`config.mk`:
```
export PLATFORM = sky130hd
export DESIGN_NAME = arf_ctrl
export DESIGN_NICKNAME = d
export VERILOG_FILES = /design/src/rtl/core/arf_pkg.sv /design/src/rtl/core/arf_ctrl.sv
export SDC_FILE = /design/constraint.sdc
export NUM_CORES = 1
export LEC_CHECK = 0
export BUFFER_PORTS_ARGS = -buffer_cell sky130_fd_sc_hd__buf_2
export CORE_AREA = 3 3 40 42
export CTS_CLUSTER_DIAMETER = 80
export DETAILED_ROUTE_END_ITERATION = 16
export DIE_AREA = 0 0 43 45
export PLACE_DENSITY_LB_ADDON = 0.2
export SLEW_MARGIN = 20
export SYNTH_ARGS = -nofsm -noshare
export SYNTH_HDL_FRONTEND = slang
export SYNTH_SLANG_ARGS = --single-unit
```
`constraint.sdc`:
```
create_clock -name i_clk -period 0.8 [get_ports i_clk]
set_input_delay 0 -clock i_clk [delete_from_list [all_inputs] [get_ports i_clk]]
set_output_delay 0 -clock i_clk [all_outputs]
set_load 0.02 [all_outputs]
```
`src/rtl/core/arf_pkg.sv`:
```
// Shared types and constants for the AT response line framer.
// No dependencies; compile first.
package arf_pkg;

    localparam int LINE_DEPTH = 63;
    localparam int CNT_W      = $clog2(LINE_DEPTH + 1);

    typedef logic [7:0]       t_byte;
    typedef logic [CNT_W-1:0] t_cnt;

    localparam t_cnt  FILL_MAX = t_cnt'(LINE_DEPTH);

    localparam t_byte CHAR_NL = 8'h0A;
    localparam t_byte CHAR_O  = 8'h4F;
    localparam t_byte CHAR_K  = 8'h4B;
    localparam t_byte CHAR_E  = 8'h45;
    localparam t_byte CHAR_R  = 8'h52;
    localparam t_byte CHAR_F  = 8'h46;
    localparam t_byte CHAR_A  = 8'h41;
    localparam t_byte CHAR_I  = 8'h49;
    localparam t_byte CHAR_L  = 8'h4C;

    typedef enum logic [1:0] {
        S_IDLE,
        S_READ,
        S_LOAD,
        S_NL
    } t_state;

    typedef struct packed {
        logic accept_en;
        logic load_byte;
        logic load_nl;
    } t_cmd;

    typedef struct packed {
        logic hit_fire;
        logic rd_done;
        logic out_free;
    } t_status;

endpackage

```
`src/rtl/core/arf_ctrl.sv`:
```
// Controller state machine: byte intake, buffer readout, newline append.
// Depends on arf_pkg.
module arf_ctrl import arf_pkg::*; (
    input  logic    i_clk,
    input  logic    i_rst_n,
    input  t_status i_status,
    output t_cmd    o_cmd
);

    t_state r_state;
    t_state n_state;

    always_ff @(posedge i_clk) begin
        if (!i_rst_n) begin
            r_state <= S_IDLE;
        end else begin
            r_state <= n_state;
        end
    end

    always_comb begin
        n_state = r_state;
        case (r_state)
            S_IDLE: begin
                if (i_status.hit_fire) n_state = S_READ;
            end
            S_READ: begin
                n_state = i_status.rd_done ? S_NL : S_LOAD;
            end
            S_LOAD: begin
                if (i_status.out_free) n_state = S_READ;
            end
            S_NL: begin
                if (i_status.out_free) n_state = S_IDLE;
            end
            default: n_state = S_IDLE;
        endcase
    end

    always_comb begin
        o_cmd = '0;
        case (r_state)
            S_IDLE:  o_cmd.accept_en = 1'b1;
            S_LOAD:  o_cmd.load_byte = i_status.out_free;
            S_NL:    o_cmd.load_nl   = i_status.out_free;
            S_READ:  o_cmd           = '0;
            default: o_cmd           = '0;
        endcase
    end

endmodule

```
==> results of run 1 <==
-- per-stage QoR --
stage	instances	setup slack [ps]	TNS [ps]
6_report	38	-97.4	-271
5_1_grt	38	-129	-417
4_1_cts	38	-105	-298
3_5_place_dp	34	-23.0	-23.0
3_3_place_gp	34	-5.81	-5.81
2_1_floorplan	12	-7.15	-7.15
-- power by group --
part           switching [W]  total, W  internal, W
registers          0.0000274  0.000146     0.000118
logic              0.0000526  0.000128    0.0000751
clock network      0.0000642  0.000230     0.000166
total               0.000144  0.000504     0.000360
-- worst max-delay path, cell delays in order, from the launching register on --
cell,delay (ps)
dfxtp_4,370
and3_4,190
buf_6,110
-- metal layers --
metal	up-vias	track usage	wire length, µm
li1	64	-	-
met1	55	0.0431	144
met2	10	0.0539	137
met3	2	0.0319	60
met4	0	0.0904	15
met5	-	0	0
-- synthesized netlist by cell type --
| master | n | share of area |
|---|---|---|
| and3_2 | 1 | 0.073 |
| and3b_1 | 1 | 0.085 |
| dfxtp_1 | 2 | 0.39 |
| mux2i_1 | 1 | 0.098 |
| nand2_1 | 2 | 0.073 |
| nand2b_1 | 1 | 0.061 |
| nor2_1 | 2 | 0.073 |
| o22ai_1 | 1 | 0.061 |
| xnor2_1 | 1 | 0.085 |
-- final cells by class --
class / instances / area, µm² / area share
flip-flops and latches: 2 / 47.5 / 0.213
repair buffers: 8 / 57.6 / 0.258
well taps: 15 / 18.8 / 0.0843
clock buffers: 3 / 22.5 / 0.101
multi-input cells: 10 / 76.3 / 0.343
-- cells by family (layout without fill, tap and decap cells) --
logic type      Yosys count  in the layout  share of synthesized area
simple gates              7              7                      0.366
flops                     2              2                      0.390
compound gates            1              1                     0.0610
xor+xnor                  1              1                     0.0854
mux                       1              1                     0.0976
buf+inv                   0             11                          0
-- final timing paths --
kind,from,to,slack [ps]
hold reg to reg,r_state[1],r_state[0],530
setup / recovery,r_state[1],o_cmd[0],-100
hold / removal,i_rst_n,r_state[1],50
setup reg to reg,r_state[0],r_state[0],-60
-- timing repair --
action,4_1_cts,5_1_grt
pin swaps,2,0
cloned,0,0
endpoints found under the hold margin,0,0
buffers inserted,1,0
hold buffers,0,0
endpoints found under the setup margin,4,4
resized for setup,10,0
==> reports/results.tsv, run 1 <==
stage	metric	value	unit
finish	final_util	0.173	
critical_path	cp_max_fo	5	
floorplan	start_util	0.0798	
job	drv_cap	0	
clock_network	numCtsBuffers	3	
place	io_buffer_count	7	
route	vias_per_cell	3.45	
sta	setup-violations-final	4	
floorplan	io_pins	8	
finish	nFillCells	144	
floorplan	core	0.00128	mm²
floorplan	die_h	45	µm
clock_network	h-tree-depth	1	
sta	max_freq	1110	MHz
route	drtAntennaViolNets	0	
finish	fin_nets	30	
logic_synthesis	syn_area	103	µm²
finish	largest-register	r_state	
global_route	grt_pass1_wl	565	µm
global_route	antenna_found_initial	0	
critical_path	worstPathArrival	900	ps
route	drc_errors	0	
sta	period_needed	897	ps
pwr	leakagePower	0.100	nW
pwr	power_density	2260	mW/mm²
finish	final_layout_size_suffix_gt1_frac	0.696	
finish	final_common_cell	buf_2	
logic_synthesis	synth_cells	12	
global_route	grt_use_total	0.0490	
route	wl	357	µm
critical_path	critPathLaunchType	register	
global_route	grt_max_degree	6	
finish	top_regs	r_state: 2 flops	
finish	largest_reg_flops	2	
sta	fin_crit_sh	1.12	
min_path	hold_class	input port to register	
finish	area_delta_synth_final	117	%
route	drt-initial-drc-count	1	
sta	finalHoldViolCount	0	
min_path	min_path_cells	2	
status	status	complete, but fails checks	
clock_network	clk_latency	230	ps
status	violations	setup timing	
clock_network	cts.sinks	2	
critical_path	crit_type	register to output port	
finish	design_area	223	µm²
route	dr.pass1.iters	3	
floorplan	die_w	43	µm
sta	finalMaxSlewViolations	0	
global_route	overflow	0	
pwr	irDropWorstVdd	0.609	mV
pwr	finalPower	0.000504	W
sta	skew	4.19	ps
route	vias	131	
logic_synthesis	syn_nets	17	
clock_network	cts_root_buffer	clkbuf_4	
global_route	first_global_vias	145	
floorplan	die-area	0.00194	mm²
finish	diodes	0	
critical_path	crit_required	800	ps
clock_network	cts_max_path_buffers	2	
logic_synthesis	ys_ff_latch	2	
route	wire_per_inst	9.39	µm
floorplan	rows	13	
clock_network	cts_tree	done	
sta	setup_ws	-97.4	ps
sta	relSlewSlack	0.913	
critical_path	r2r_cells	3	
logic_synthesis	ys_seq_area_frac	0.390	
sta	worst_pin_slew	127	ps
critical_path	worstSetupEndpointType	output port	
logic_synthesis	yosysWarnings	0	
logic_synthesis	avgSynthCellArea	8.55	µm²
place	routabilityCongestion	0.608	
place	dpl_cell_area	165	µm²
logic_synthesis	ys_types	9	
clock_network	clk_pin_slew_worst_paths	30	ps
sta	fin_hold_ws	45.5	ps
sta	rsz0062_at_grt	yes	
finish	final_cell_mix	buf_2, clkbuf_4, buf_6, buf_4, dfxtp_4	
Power figures use the tool's default switching activity.
==> run 2, diff against run 1 <==
- PLACE_DENSITY: not set -> 0.3
- PLACE_DENSITY_LB_ADDON: 0.2 -> not set
==> run 2 against run 1 <==
Against the previous run: highest routed layer is now met3; total power is 1.3% higher; the flow still finishes with violations (setup timing); critical endpoint unchanged; sequential power increased by 3%; largest cell class unchanged; sequential share of layout area down 1.5 points; largest power group unchanged.
==> reports/results.tsv, run 2 (synthesis results as in run 1) <==
stage	metric	value	unit
clock_network	clk_latency	220	ps
clock_network	cts_max_path_buffers	2	
route	drt-initial-drc-count	0	
clock_network	clk_pin_slew_worst_paths	30	ps
finish	final_layout_size_suffix_gt1_frac	0.739	
critical_path	r2r-start	r_state[0]	
critical_path	r2r_cells	3	
pwr	leakagePower	0.107	nW
critical_path	worstSetupEndpointType	output port	
sta	max_freq	1110	MHz
sta	worst_pin_slew	126	ps
sta	relSlewSlack	0.913	
global_route	grt_max_degree	6	
job	drv_cap	0	
floorplan	start_util	0.0798	
min_path	min_path_cells	2	
sta	fin_crit_sh	1.13	
finish	stdcell_count	38	
floorplan	die_h	45	µm
critical_path	crit_required	800	ps
floorplan	die_w	43	µm
sta	skew	3.48	ps
route	wl	319	µm
finish	largest-register	r_state	
clock_network	cts.sinks	2	
global_route	antenna_found_initial	0	
global_route	first_global_vias	146	
pwr	power_density	2140	mW/mm²
finish	largest_reg_flops	2	
finish	top_regs	r_state: 2 flops	
floorplan	io_pins	8	
sta	setup-violations-final	4	
route	drc_errors	0	
clock_network	cts_tree	done	
route	vias_per_cell	3.21	
critical_path	cp_max_fo	5	
route	wire_per_inst	8.39	µm
sta	setup_ws	-101	ps
min_path	min_from	i_rst_n	
place	routabilityCongestion	0.580	
place	io_buffer_count	7	
global_route	overflow	0	
min_path	hold_class	input port to register	
critical_path	reg2reg_slack	-90	ps
finish	area_delta_synth_final	133	%
finish	diodes	0	
critical_path	crit_type	register to output port	
status	status	complete, but fails checks	
critical_path	critPathLaunchType	register	
floorplan	rows	13	
global_route	grt_use_total	0.0515	
clock_network	h-tree-depth	1	
floorplan	die-area	0.00194	mm²
place	pre_cts_ws	-29.6	ps
finish	fin_nets	30	
floorplan	core	0.00128	mm²
min_path	hold-path-endpoint	r_state[1]	
sta	finalMaxSlewViolations	0	
place	dp_hpwl	227	µm
sta	finalHoldViolCount	0	
sta	fin_hold_ws	54.3	ps
global_route	grt_pass1_wl	607	µm
route	drtAntennaViolNets	0	
finish	final_common_cell	buf_2	
clock_network	cts_root_buffer	clkbuf_4	
finish	final_cell_mix	buf_2, clkbuf_4, buf_6	
route	vias	122	
route	dr.pass1.iters	1	
clock_network	numCtsBuffers	3	
place	dp_cells	34	
critical_path	rr_endpoint	r_state[0]	
sta	period_needed	901	ps
sta	rsz0062_at_grt	yes	
status	violations	setup timing	
critical_path	worstPathArrival	900	ps
pwr	irDropWorstVdd	0.446	mV
run 2: critical path, stage by stage (launching register included):
cell,delay [ps]
dfxtp_4,380
and3_4,190
buf_6,110
run 2: worst max-delay path by stage:
stage / startpoint / endpoint / slack (ps)
2_1_floorplan: r_state[1] / r_state[1] / -7
3_3_place_gp: r_state[0] / r_state[0] / -8
5_1_grt: r_state[1] / o_cmd[0] / -140
3_5_place_dp: r_state[0] / r_state[0] / -30
6_report: r_state[0] / o_cmd[0] / -100
4_1_cts: r_state[0] / o_cmd[0] / -100
run 2: layer usage:
metal  vias to the layer above  wire length [µm]  track usage  part of all wire
met4                         0                 0       0.0542                 0
li1                         65                 -            -                 -
met5                         -                 0            0                 0
met2                         8               105       0.0449              0.33
met1                        49               158       0.0502              0.50
met3                         0                55       0.0677              0.17
run 2: power breakdown:
| group | switching [W] | internal (W) | total, W |
|---|---|---|---|
| sequential | 0.0000320 | 0.000119 | 0.000151 |
| combinational | 0.0000559 | 0.0000808 | 0.000137 |
| clock | 0.0000576 | 0.000166 | 0.000223 |
| total | 0.000146 | 0.000365 | 0.000510 |
run 2: cell type report:
type	count	area [µm²]
clock buffer	3	22.5
tap	15	18.8
multi-input combinational	10	88.8
fill	147	1050
timing repair buffer	8	61.3
sequential	2	47.5
run 2: metrics by stage:
step | power [W] | area (µm²) | utilization | TNS [ps]
detailed placement | 0.000240 | 165 | 0.129 | -29.6
global placement | 0.000237 | 165 | 0.129 | -8.00
floorplan | 0.000204 | 111 | - | -7.15
global route | 0.000567 | 239 | 0.186 | -471
CTS | 0.000517 | 223 | 0.173 | -300
finish | 0.000510 | 239 | 0.186 | -279
run 2: timing repair:
action / in CTS / in global routing
hold buffers: 0 / 0
pin swaps: 1 / 2
setup buffers: 1 / 0
gates resized for setup: 10 / 4
setup endpoints to repair: 4 / 4
==> run 3, diff against run 2 <==
- clock period: 0.8 -> 0.9 ns (I/O delays scaled with it)
==> run 3 against run 2 <==
Against the previous run: the run now ends clean; via count fell by 12%; combinational power fell by 36%; sequential power fell by 17%; non-clock buffer count fell by 1; routed wire length fell by 9.4%; final area fell by 15%; clock skew rose by 2.6 ps; first-iteration DRC count did not move; hold slack improved by 13 ps; cell count fell by 2.6%; critical path depth did not move; largest power group unchanged.
==> reports/results.tsv, run 3 (synthesis results as in run 1) <==
stage	metric	value	unit
status	status	completed	
sta	worst_pin_slew	111	ps
sta	setup-violations-final	0	
floorplan	die_h	45	µm
clock_network	cts_max_path_buffers	2	
place	pre_cts_ws	48.9	ps
route	vias	107	
min_path	hold_class	input port to register	
finish	largest-register	r_state	
sta	max_freq	1150	MHz
sta	finalHoldViolCount	0	
route	vias_per_cell	2.89	
sta	setup_ws	27.5	ps
floorplan	die-area	0.00194	mm²
finish	final_common_cell	buf_2	
route	drtAntennaViolNets	0	
place	dp_hpwl	216	µm
finish	final_cell_mix	buf_2, clkbuf_4, dfxtp_4	
floorplan	start_util	0.0798	
global_route	antenna_found_initial	0	
finish	final_util	0.159	
clock_network	numCtsBuffers	3	
pwr	leakagePower	0.0900	nW
critical_path	worstPathArrival	870	ps
sta	skew	6.05	ps
place	dpl_cell_area	159	µm²
floorplan	core	0.00128	mm²
route	wire_per_inst	7.81	µm
pwr	irDropWorstVdd	0.855	mV
clock_network	h-tree-depth	1	
finish	design_area	204	µm²
sta	finalMaxSlewViolations	0	
critical_path	crit_type	register to output port	
critical_path	critPathLaunchType	register	
clock_network	cts_root_buffer	clkbuf_4	
critical_path	crit_required	900	ps
route	drt-initial-drc-count	0	
global_route	grt_use_total	0.0382	
route	wl	289	µm
sta	relSlewSlack	0.924	
critical_path	worstSetupEndpointType	output port	
clock_network	clk_latency	220	ps
place	routabilityCongestion	0.642	
global_route	grt_pass1_wl	469	µm
route	drc_errors	0	
finish	largest_reg_flops	2	
clock_network	cts.sinks	2	
clock_network	cts_tree	done	
floorplan	io_pins	8	
place	io_buffer_count	7	
route	dr.pass1.iters	1	
job	drv_cap	0	
sta	rsz0062_at_grt	yes	
finish	fin_nets	29	
clock_network	clk_pin_slew_worst_paths	30	ps
finish	area_delta_synth_final	98.8	%
global_route	first_global_vias	101	
finish	nFillCells	146	
pwr	power_density	1990	mW/mm²
finish	diodes	0	
finish	top_regs	r_state: 2 flops	
floorplan	die_w	43	µm
floorplan	rows	13	
clock_network	postCtsSetupBuffers	0	
finish	final_layout_size_suffix_gt1_frac	0.682	
clock_network	postCtsHoldBufs	0	
sta	fin_crit_sh	0.969	
global_route	overflow	0	
critical_path	cp_max_fo	5	
global_route	grt_max_degree	6	
sta	period_needed	872	ps
[run 3: changes by cell type in the layout (fill, tap and decap cells not counted)]
cell	change
buf_2	+1
buf_6	-2
nand2_2	+1
nand2_4	-1
nor2_1	+1
nor2_2	+1
nor2_4	-2
[run 3: what timing repair did]
| action | CTS | global route |
|---|---|---|
| cloned | 0 | 0 |
| resized for setup | 7 | 2 |
| pin swaps | 0 | 2 |
| setup endpoints to repair | 2 | 2 |
[run 3: through the flow]
step	hold WS (ps)	TNS [ps]	power (W)	cells
global placement	282	0	0.000201	34
CTS	54.1	0	0.000415	37
finish	67.4	0	0.000406	37
floorplan	144	0	0.000172	12
detailed placement	291	0	0.000203	34
global route	62.6	-50.1	0.000447	37
[run 3: path summary, 6_finish.rpt]
path | start | end | slack, ps | depth (start not counted)
max reg2reg | r_state[0] | r_state[0] | 130 | 2
min reg2reg | r_state[1] | r_state[0] | 520 | 2
max | r_state[0] | o_cmd[0] | 30 | 2
min | i_rst_n | r_state[1] | 70 | 2
[run 3: area by class of cell]
cell class              instances  area, µm²  area share
clock buffers                   3       22.5       0.110
multi-input cells              10       71.3       0.350
flip-flops and latches          2       47.5       0.233
well taps                      15       18.8      0.0920
repair buffers                  7       43.8       0.215
[run 3: layer usage]
metal / up-vias / track usage / share of wire
li1: 63 / - / -
met1: 37 / 0.0526 / 0.61
met2: 7 / 0.0210 / 0.24
met3: 0 / 0.0558 / 0.15
met4: 0 / 0.0181 / 0
met5: - / 0 / 0
[run 3: critical path, stage by stage, from the launching register on]
cell	delay (ps)
dfxtp_4	370
and3_4	170
buf_6	110
[run 3: power by group]
part           internal (W)  leakage (nW)  switching (W)  total (W)
logic             0.0000458        0.0583      0.0000420  0.0000878
registers          0.000105        0.0178      0.0000197   0.000125
clock network      0.000147        0.0138      0.0000468   0.000194
total              0.000298        0.0900       0.000108   0.000406
